==> config.mk <==
export PLATFORM = sky130hd
export DESIGN_NAME = stable_priority_queue_unit
export DESIGN_NICKNAME = d
export VERILOG_FILES = /design/src/rtl/core/spq_pkg.sv /design/src/rtl/core/spq_mem.sv /design/src/rtl/core/spq_ctrl.sv /design/src/rtl/core/stable_priority_queue_unit.sv
export SDC_FILE = /design/constraint.sdc
export NUM_CORES = 1
export LEC_CHECK = 0
export ABC_CLOCK_PERIOD_IN_PS = 5250
export BUFFER_PORTS_ARGS = -buffer_cell sky130_fd_sc_hd__buf_2
export CORE_MARGIN = 2
export CORE_UTILIZATION = 50
export CTS_CLUSTER_DIAMETER = 60
export DETAILED_ROUTE_END_ITERATION = 8
export PLACE_DENSITY = 0.66
export SETUP_SLACK_MARGIN = 0.02
export SLEW_MARGIN = 20
export SYNTH_ARGS = -nofsm -noshare
export SYNTH_HDL_FRONTEND = slang
export SYNTH_SLANG_ARGS = --single-unit
==> constraint.sdc <==
create_clock -name clk_i -period 5.25 [get_ports clk_i]
set_input_delay 0 -clock clk_i [delete_from_list [all_inputs] [get_ports clk_i]]
set_output_delay 0 -clock clk_i [all_outputs]
set_load 0.005 [all_outputs]
==> src/rtl/core/spq_pkg.sv <==
// Shared types and constants of the sorted priority queue.
package spq_pkg;

  localparam int unsigned DEPTH_DEF     = 16;
  localparam int unsigned PRIO_BITS_DEF = 8;
  localparam int unsigned TAG_BITS_DEF  = 32;

  localparam int unsigned FUNC_W   = 2;
  localparam int unsigned STATUS_W = 2;

  typedef enum logic [FUNC_W-1:0] {
    FUNC_PUSH = 2'd0,
    FUNC_POP  = 2'd1,
    FUNC_PEEK = 2'd2
  } func_e;

  typedef enum logic [STATUS_W-1:0] {
    ST_OK    = 2'd0,
    ST_EMPTY = 2'd1,
    ST_FULL  = 2'd2
  } status_e;

endpackage

==> src/rtl/core/spq_mem.sv <==
// Entry store: one write port, one read port, registered read data.
module spq_mem #(
  parameter int unsigned DEPTH = 16,
  parameter int unsigned WIDTH = 40,
  localparam int unsigned AW   = $clog2(DEPTH)
) (
  input  logic             clk_i,
  input  logic             we_i,
  input  logic [AW-1:0]    waddr_i,
  input  logic [WIDTH-1:0] wdata_i,
  input  logic [AW-1:0]    raddr_i,
  output logic [WIDTH-1:0] rdata_o
);

  logic [WIDTH-1:0] mem_q [DEPTH];

  always_ff @(posedge clk_i) begin
    if (we_i) begin
      mem_q[waddr_i] <= wdata_i;
    end
  end

  always_ff @(posedge clk_i) begin
    rdata_o <= mem_q[raddr_i];
  end

endmodule

==> src/rtl/core/spq_ctrl.sv <==
// Sequencer: sorted insert by backward shift, pop/peek at head, result register.
module spq_ctrl #(
  parameter int unsigned DEPTH     = 16,
  parameter int unsigned PRIO_BITS = 8,
  parameter int unsigned TAG_BITS  = 32,
  localparam int unsigned AW       = $clog2(DEPTH),
  localparam int unsigned CW       = $clog2(DEPTH + 1),
  localparam int unsigned EW       = PRIO_BITS + TAG_BITS
) (
  input  logic                         clk_i,
  input  logic                         rst_ni,
  input  logic                         in_valid_i,
  output logic                         in_ready_o,
  input  logic [spq_pkg::FUNC_W-1:0]   in_func_i,
  input  logic [PRIO_BITS-1:0]         in_prio_i,
  input  logic [TAG_BITS-1:0]          in_tag_i,
  output logic                         out_valid_o,
  input  logic                         out_ready_i,
  output logic [PRIO_BITS-1:0]         out_prio_o,
  output logic [TAG_BITS-1:0]          out_tag_o,
  output logic [spq_pkg::STATUS_W-1:0] out_status_o,
  output logic [CW-1:0]                out_fill_o,
  output logic                         mem_we_o,
  output logic [AW-1:0]                mem_waddr_o,
  output logic [EW-1:0]                mem_wdata_o,
  output logic [AW-1:0]                mem_raddr_o,
  input  logic [EW-1:0]                mem_rdata_i
);
  import spq_pkg::*;

  localparam int unsigned SW = CW + 1;

  typedef enum logic [4:0] {
    S_IDLE   = 5'b00001,
    S_READ   = 5'b00010,
    S_SCAN   = 5'b00100,
    S_PLACE  = 5'b01000,
    S_FINISH = 5'b10000
  } state_e;

  function automatic logic [AW-1:0] idx_inc(input logic [AW-1:0] a);
    return (a == AW'(DEPTH - 1)) ? '0 : a + AW'(1);
  endfunction

  function automatic logic [AW-1:0] idx_dec(input logic [AW-1:0] a);
    return (a == '0) ? AW'(DEPTH - 1) : a - AW'(1);
  endfunction

  state_e                state_q, state_d;
  logic [AW-1:0]         head_q, head_d;
  logic [CW-1:0]         cnt_q, cnt_d;
  logic [AW-1:0]         pos_q, pos_d;
  logic [CW-1:0]         left_q, left_d;
  logic [FUNC_W-1:0]     func_q;
  logic [PRIO_BITS-1:0]  prio_q;
  logic [TAG_BITS-1:0]   tag_q;
  logic [PRIO_BITS-1:0]  res_prio_q, res_prio_d;
  logic [TAG_BITS-1:0]   res_tag_q, res_tag_d;
  logic [STATUS_W-1:0]   res_st_q, res_st_d;
  logic                  out_valid_q;
  logic [PRIO_BITS-1:0]  out_prio_q;
  logic [TAG_BITS-1:0]   out_tag_q;
  logic [STATUS_W-1:0]   out_st_q;
  logic [CW-1:0]         out_fill_q;

  logic                  accept;
  logic                  out_free;
  logic                  load_out;
  logic [SW-1:0]         last_sum;
  logic [AW-1:0]         last_idx;
  logic [PRIO_BITS-1:0]  rd_prio;

  assign in_ready_o = (state_q == S_IDLE);
  assign accept     = in_valid_i && in_ready_o;
  assign out_free   = !out_valid_q || out_ready_i;
  assign load_out   = (state_q == S_FINISH) && out_free;
  assign rd_prio    = mem_rdata_i[EW-1:TAG_BITS];

  // slot of the back entry: head + count - 1, wrapped
  always_comb begin
    last_sum = SW'(head_q) + SW'(cnt_q) - SW'(1);
    if (last_sum >= SW'(DEPTH)) begin
      last_sum = last_sum - SW'(DEPTH);
    end
    last_idx = last_sum[AW-1:0];
  end

  always_comb begin
    state_d     = state_q;
    head_d      = head_q;
    cnt_d       = cnt_q;
    pos_d       = pos_q;
    left_d      = left_q;
    res_prio_d  = res_prio_q;
    res_tag_d   = res_tag_q;
    res_st_d    = res_st_q;
    mem_we_o    = 1'b0;
    mem_waddr_o = pos_q;
    mem_wdata_o = {prio_q, tag_q};
    mem_raddr_o = pos_q;

    case (state_q)
      S_IDLE: begin
        if (accept) begin
          res_prio_d = '0;
          res_tag_d  = '0;
          res_st_d   = ST_OK;
          state_d    = S_FINISH;
          case (in_func_i)
            FUNC_PUSH: begin
              if (cnt_q == CW'(DEPTH)) begin
                res_st_d = ST_FULL;
              end else if (cnt_q == '0) begin
                mem_we_o    = 1'b1;
                mem_waddr_o = head_q;
                mem_wdata_o = {in_prio_i, in_tag_i};
                cnt_d       = cnt_q + CW'(1);
              end else begin
                mem_raddr_o = last_idx;
                pos_d       = last_idx;
                left_d      = cnt_q;
                state_d     = S_SCAN;
              end
            end
            FUNC_POP, FUNC_PEEK: begin
              if (cnt_q == '0) begin
                res_st_d = ST_EMPTY;
              end else begin
                mem_raddr_o = head_q;
                state_d     = S_READ;
              end
            end
            default: ;
          endcase
        end
      end
      S_READ: begin
        res_prio_d = rd_prio;
        res_tag_d  = mem_rdata_i[TAG_BITS-1:0];
        if (func_q == FUNC_POP) begin
          head_d = idx_inc(head_q);
          cnt_d  = cnt_q - CW'(1);
        end
        state_d = S_FINISH;
      end
      S_SCAN: begin
        mem_we_o    = 1'b1;
        mem_waddr_o = idx_inc(pos_q);
        if (rd_prio > prio_q) begin
          // move entry one slot back; next read is two slots off the write
          mem_wdata_o = mem_rdata_i;
          if (left_q == CW'(1)) begin
            state_d = S_PLACE;
          end else begin
            pos_d       = idx_dec(pos_q);
            mem_raddr_o = idx_dec(pos_q);
            left_d      = left_q - CW'(1);
          end
        end else begin
          cnt_d   = cnt_q + CW'(1);
          state_d = S_FINISH;
        end
      end
      S_PLACE: begin
        mem_we_o = 1'b1;
        cnt_d    = cnt_q + CW'(1);
        state_d  = S_FINISH;
      end
      S_FINISH: begin
        if (out_free) begin
          state_d = S_IDLE;
        end
      end
      default: begin
        state_d = S_IDLE;
      end
    endcase
  end

  always_ff @(posedge clk_i or negedge rst_ni) begin
    if (!rst_ni) begin
      state_q     <= S_IDLE;
      head_q      <= '0;
      cnt_q       <= '0;
      out_valid_q <= 1'b0;
    end else begin
      state_q <= state_d;
      head_q  <= head_d;
      cnt_q   <= cnt_d;
      if (load_out) begin
        out_valid_q <= 1'b1;
      end else if (out_ready_i) begin
        out_valid_q <= 1'b0;
      end
    end
  end

  always_ff @(posedge clk_i) begin
    pos_q      <= pos_d;
    left_q     <= left_d;
    res_prio_q <= res_prio_d;
    res_tag_q  <= res_tag_d;
    res_st_q   <= res_st_d;
    if (accept) begin
      func_q <= in_func_i;
      prio_q <= in_prio_i;
      tag_q  <= in_tag_i;
    end
    if (load_out) begin
      out_prio_q <= res_prio_q;
      out_tag_q  <= res_tag_q;
      out_st_q   <= res_st_q;
      out_fill_q <= cnt_q;
    end
  end

  assign out_valid_o  = out_valid_q;
  assign out_prio_o   = out_prio_q;
  assign out_tag_o    = out_tag_q;
  assign out_status_o = out_st_q;
  assign out_fill_o   = out_fill_q;

endmodule

==> src/rtl/core/stable_priority_queue_unit.sv <==
// Top level of the sorted priority queue: stream ports, sequencer and entry store.
//
// Channel  Dir  tdata (low bit up)                tuser
// s_axis   in   priority_req, tag                 func (0 push, 1 pop, 2 peek)
// m_axis   out  out_priority, out_tag, fill_level status (0 ok, 1 empty, 2 full)
//
// Sequencing: one word at a time. Refused ops, no-ops and a push into an empty
//   queue go straight to finish, pop and peek via a read state. A push steps
//   back from the tail, one step per held entry with a larger priority number,
//   then writes the new one (a memory read and a write per step, set by the
//   single read and write port of the store). Input reopens as results go out.
// Reset: rst_ni low empties the queue; the store itself is not cleared.
// Stalls: a finished word waits in the output register; the sequencer holds
//   in its last state while that register is full and not drained.
module stable_priority_queue_unit #(
  parameter int unsigned DEPTH     = spq_pkg::DEPTH_DEF,
  parameter int unsigned PRIO_BITS = spq_pkg::PRIO_BITS_DEF,
  parameter int unsigned TAG_BITS  = spq_pkg::TAG_BITS_DEF,
  localparam int unsigned CW       = $clog2(DEPTH + 1),
  localparam int unsigned IN_DW    = ((PRIO_BITS + TAG_BITS + 7) / 8) * 8,
  localparam int unsigned OUT_DW   = ((PRIO_BITS + TAG_BITS + CW + 7) / 8) * 8
) (
  input  logic                         clk_i,
  input  logic                         rst_ni,
  input  logic                         s_axis_tvalid_i,
  output logic                         s_axis_tready_o,
  // priority_req, tag
  input  logic [IN_DW-1:0]             s_axis_tdata_i,
  // func
  input  logic [spq_pkg::FUNC_W-1:0]   s_axis_tuser_i,
  output logic                         m_axis_tvalid_o,
  input  logic                         m_axis_tready_i,
  // out_priority, out_tag, fill_level, zero padding
  output logic [OUT_DW-1:0]            m_axis_tdata_o,
  // status
  output logic [spq_pkg::STATUS_W-1:0] m_axis_tuser_o
);
  import spq_pkg::*;

  localparam int unsigned AW = $clog2(DEPTH);
  localparam int unsigned EW = PRIO_BITS + TAG_BITS;

  logic [PRIO_BITS-1:0] out_prio;
  logic [TAG_BITS-1:0]  out_tag;
  logic [CW-1:0]        out_fill;
  logic                 mem_we;
  logic [AW-1:0]        mem_waddr;
  logic [EW-1:0]        mem_wdata;
  logic [AW-1:0]        mem_raddr;
  logic [EW-1:0]        mem_rdata;

  // Entries sit in a circular window of the store, front at head, kept in
  // order of priority number then arrival. A push walks back from the tail,
  // shifting larger numbers one slot on, then drops the new entry in.
  spq_ctrl #(
    .DEPTH     (DEPTH),
    .PRIO_BITS (PRIO_BITS),
    .TAG_BITS  (TAG_BITS)
  ) u_ctrl (
    .clk_i        (clk_i),
    .rst_ni       (rst_ni),
    .in_valid_i   (s_axis_tvalid_i),
    .in_ready_o   (s_axis_tready_o),
    .in_func_i    (s_axis_tuser_i),
    .in_prio_i    (s_axis_tdata_i[PRIO_BITS-1:0]),
    .in_tag_i     (s_axis_tdata_i[EW-1:PRIO_BITS]),
    .out_valid_o  (m_axis_tvalid_o),
    .out_ready_i  (m_axis_tready_i),
    .out_prio_o   (out_prio),
    .out_tag_o    (out_tag),
    .out_status_o (m_axis_tuser_o),
    .out_fill_o   (out_fill),
    .mem_we_o     (mem_we),
    .mem_waddr_o  (mem_waddr),
    .mem_wdata_o  (mem_wdata),
    .mem_raddr_o  (mem_raddr),
    .mem_rdata_i  (mem_rdata)
  );

  // priority in the upper bits of an entry, tag below
  spq_mem #(
    .DEPTH (DEPTH),
    .WIDTH (EW)
  ) u_mem (
    .clk_i   (clk_i),
    .we_i    (mem_we),
    .waddr_i (mem_waddr),
    .wdata_i (mem_wdata),
    .raddr_i (mem_raddr),
    .rdata_o (mem_rdata)
  );

  assign m_axis_tdata_o = OUT_DW'({out_fill, out_tag, out_prio});

endmodule

==> impl_metrics.csv <==
group,metric,value,unit
run_status,outcome,"finished clean",
route,via_per_inst,5.94,
clock_network,cts_buffers,82,
synthesis,synth_edf_count,780,
global_route,grt_max_degree,63,
worst_setup_path,path_max_fanout,20,
final_layout,drive_gt1_share,15.0,%
min_path,min_path_type,"in2reg",
floorplan,pin_count,98,
clock_network,path_clk_slew,0.06,ns
synthesis,seq_area_frac_synth,76.3,%
worst_setup_path,crit_arrival,4.94,ns
synthesis,yosysTopAreaCell,"edfxtp_1",
global_route,grt_pass1_wl,110,mm
synthesis,synth-compound-area-share,5.93,%
synthesis,synth_flop_cell,"edfxtp_1",
global_route,gr-usage-all-layers,22.3,%
sta,period_share,83.5,%
synthesis,yosysWarningCount,0,
global_route,antenna_found_initial,0,
sta,setup_viol,0,
synthesis,synth_xor_area_share,0.407,%
sta,hold_slack,0.109,ns
synthesis,syn_area_per_cell,17.4,sq um
sta,tns,0,ns
sta,slew_violations,0,
floorplan,die-area,66500,sq um
synthesis,synth_top_area_share,72.6,%
floorplan,std_cell_rows,93,
route,drt_iter0_drc,1870,
clock_network,cts_tree,"yes",
sta,fin_worst_skew,0.0240,ns
final_layout,post-route-util,58.0,%
placement,dpl-instance-area,34000,sq um
global_route,grt_pass1_vias,17387,
worst_setup_path,required,5.81,ns
placement,io_buffers,94,
global_route,overflow,0,
pwr,power_leakage,0.0134,uW
synthesis,ys_types,67,
synthesis,synth_cells,1852,
synthesis,async_flop_share,1.80,%
sta,worst_pin_slew,0.865,ns
worst_setup_path,crit_top_cell,"inv_1",
clock_network,worstSkewPairLatency,0.63,ns
clock_network,cts.htree.levels,3,
synthesis,synth_area_leaders,"edfxtp_1, mux2i_1, o22ai_1",
route,dr.pass1.iters,6,
sta,timing.final.hold_violations,0,
final_layout,nets,2102,
route,finalWirelength,74.4,mm
route,drcViolationCount,0,
route,drt-wirelength-per-cell,25.2,microns
sta,relSlewSlack,42.4,%
worst_setup_path,cp.buffers_inverters,4,
floorplan,die_w,258,microns
placement,gp_congestion,0.880,
pwr,p_per_area,581,nW/um^2
placement,dp_hpwl,39.2,mm
clock_network,clock_path_buffers,3,
worst_setup_path,critical_path_class,"reg2reg",
worst_setup_path,critPathSlowestCell,"nand3_2",
worst_setup_path,critical-path-top-delay-family,"simple AND/OR/NAND/NOR gates",
floorplan,core,64100,sq um
synthesis,synth.area.mux_share,10.1,%
run,max_cap_violations,0,
sta,rsz0062_at_grt,"no",
clock_network,cts-root-buf,"clkbuf_16",
synthesis,synth-seq-cells,835,
floorplan,die_h,258,microns
worst_setup_path,worstPathCellList,"inv_1 > ha_1 > inv_1 > ha_1 > inv_1 > fa_1 > xor2_1 > xnor2_1 > nand3_1 > a31oi_1 > a311oi_1 > nand3_2 > buf_4 > o22ai_1 > or4_1",
synthesis,synthAdderAreaFrac,0.978,%
final_layout,postLayoutCellArea,37200,sq um
clock_network,clock_sinks,835,
worst_setup_path,critPathLaunchType,"register",
worst_setup_path,critPathCaptureType,"register",
pwr,vdd_ir_drop_max,424,uV
final_layout,syn2layout_area_growth,15.2,%
floorplan,start_util,50.3,%
route,vias,17529,
final_layout,diodes,0,
synthesis,synth_top_family_by_area,"multiplexers",
sta,timing.fmax,0.228,GHz
synthesis,netlist_area,32200,sq um
final_layout,fillers,4760,
synthesis,yosys.area_share.simple,3.75,%
worst_setup_path,slowest_delay,0.74,ns
sta,fin_crit,4.38,ns
route,ant_nets,0,
## path summary, 6_finish.rpt
kind | start | endpoint | slack, ns | depth (start not counted)
max | u_ctrl.cnt_q[1] | u_mem.rdata_o[30] | 0.87 | 15
min | s_axis_tdata_i[24] | u_ctrl.tag_q[16] | 0.11 | 2
max reg2reg | u_ctrl.cnt_q[1] | u_mem.rdata_o[30] | 0.87 | 15
min reg2reg | u_ctrl.res_prio_q[3] | u_ctrl.out_prio_o[3] | 0.41 | 0
max in group asynchronous | rst_ni | u_ctrl.cnt_q[3] | 3.66 | 4
min in group asynchronous | rst_ni | u_ctrl.state_q[0] | 0.45 | 3
## synthesized netlist by cell type (14+ instances only)
cell      count
a222oi_1     41
and2_1       42
buf_2        25
buf_6        19
clkbuf_1     45
dfrtp_1      14
dfxtp_1      40
edfxtp_1    780
ha_1         22
inv_1        70
mux2i_1     321
nand2_1      36
nand3_1      17
nor2_1       35
o21ai_0      19
o22ai_1     162
or4_1        40
## per-stage QoR
step           power [uW]  setup slack, ns  instances
3_5_place_dp        15800            0.949       2756
2_1_floorplan       14100            0.906       1854
5_1_grt             22500            0.591       2951
6_report            21600            0.866       2951
3_3_place_gp        15600             1.09       2756
4_1_cts             21700            0.907       2951
## where the power goes
group,leakage (uW),switching (uW),internal (uW)
clock network,0.00134,2400,3470
registers,0.00764,312,8890
logic,0.00444,4070,2430
## sequential cells by signal, summed over array words and instances, names as in the netlist
name,flops
u_ctrl.cnt_q,5
u_ctrl.func_q,2
u_ctrl.head_q,4
u_ctrl.left_q,5
u_ctrl.out_fill_o,5
u_ctrl.out_prio_o,8
u_ctrl.out_status_o,2
u_ctrl.out_tag_o,32
u_ctrl.out_valid_o,1
u_ctrl.pos_q,4
u_ctrl.prio_q,8
u_ctrl.res_prio_q,8
u_ctrl.res_st_q,2
u_ctrl.res_tag_q,32
u_ctrl.state_q,5
u_ctrl.tag_q,32
u_mem.mem_q,640
u_mem.rdata_o,40
## cell usage in the layout, fill, tap and decap left out, types with 22 or more instances in the layout
master           n
buf_2           94
ha_1            22
inv_1           70
nand2_1         36
dfxtp_1         40
or4_1           40
buf_4           34
dlygate4sd3_1   47
clkbuf_16       85
mux2i_1        321
o22ai_1        162
and2_1          41
a222oi_1        41
edfxtp_1       780
## cells by family (layout without fill, tap and decap cells)
group,after synthesis,after routing
muxes,324,324
xor gates and xnor gates,15,15
other,1,3
DFF,835,835
buffers and inverters,168,410
adders and majority gates,24,24
AOI/OAI and AO/OA,273,273
and+or+nand+nor,212,212
## per-layer routing
| metal | part of all wire, % | global-route usage, % |
|---|---|---|
| met5 | 0 | 0 |
| met3 | 7.3 | 3.67 |
| met1 | 43 | 31.2 |
| met4 | 2.0 | 6.60 |
| met2 | 48 | 36.2 |
## repair_timing
| action | 4_1_cts | 5_1_grt |
|---|---|---|
| hold endpoints to repair | 66 | 0 |
| resized for setup | 0 | 0 |
| setup buffers | 0 | 0 |
| hold buffers | 47 | 0 |
## final cells by class
cell class / count / area [sq um] / share of cell area (%)
Multi-Input combinational cell: 851 / 7010 / 18.9
Clock inverter: 46 / 460 / 1.24
Tap cell: 855 / 1070 / 2.88
Clock buffer: 102 / 2240 / 6.03
Timing Repair Buffer: 191 / 1520 / 4.08
Sequential cell: 835 / 24600 / 66.2
Inverter: 71 / 267 / 0.717
(Power assumes the default switching activity.)
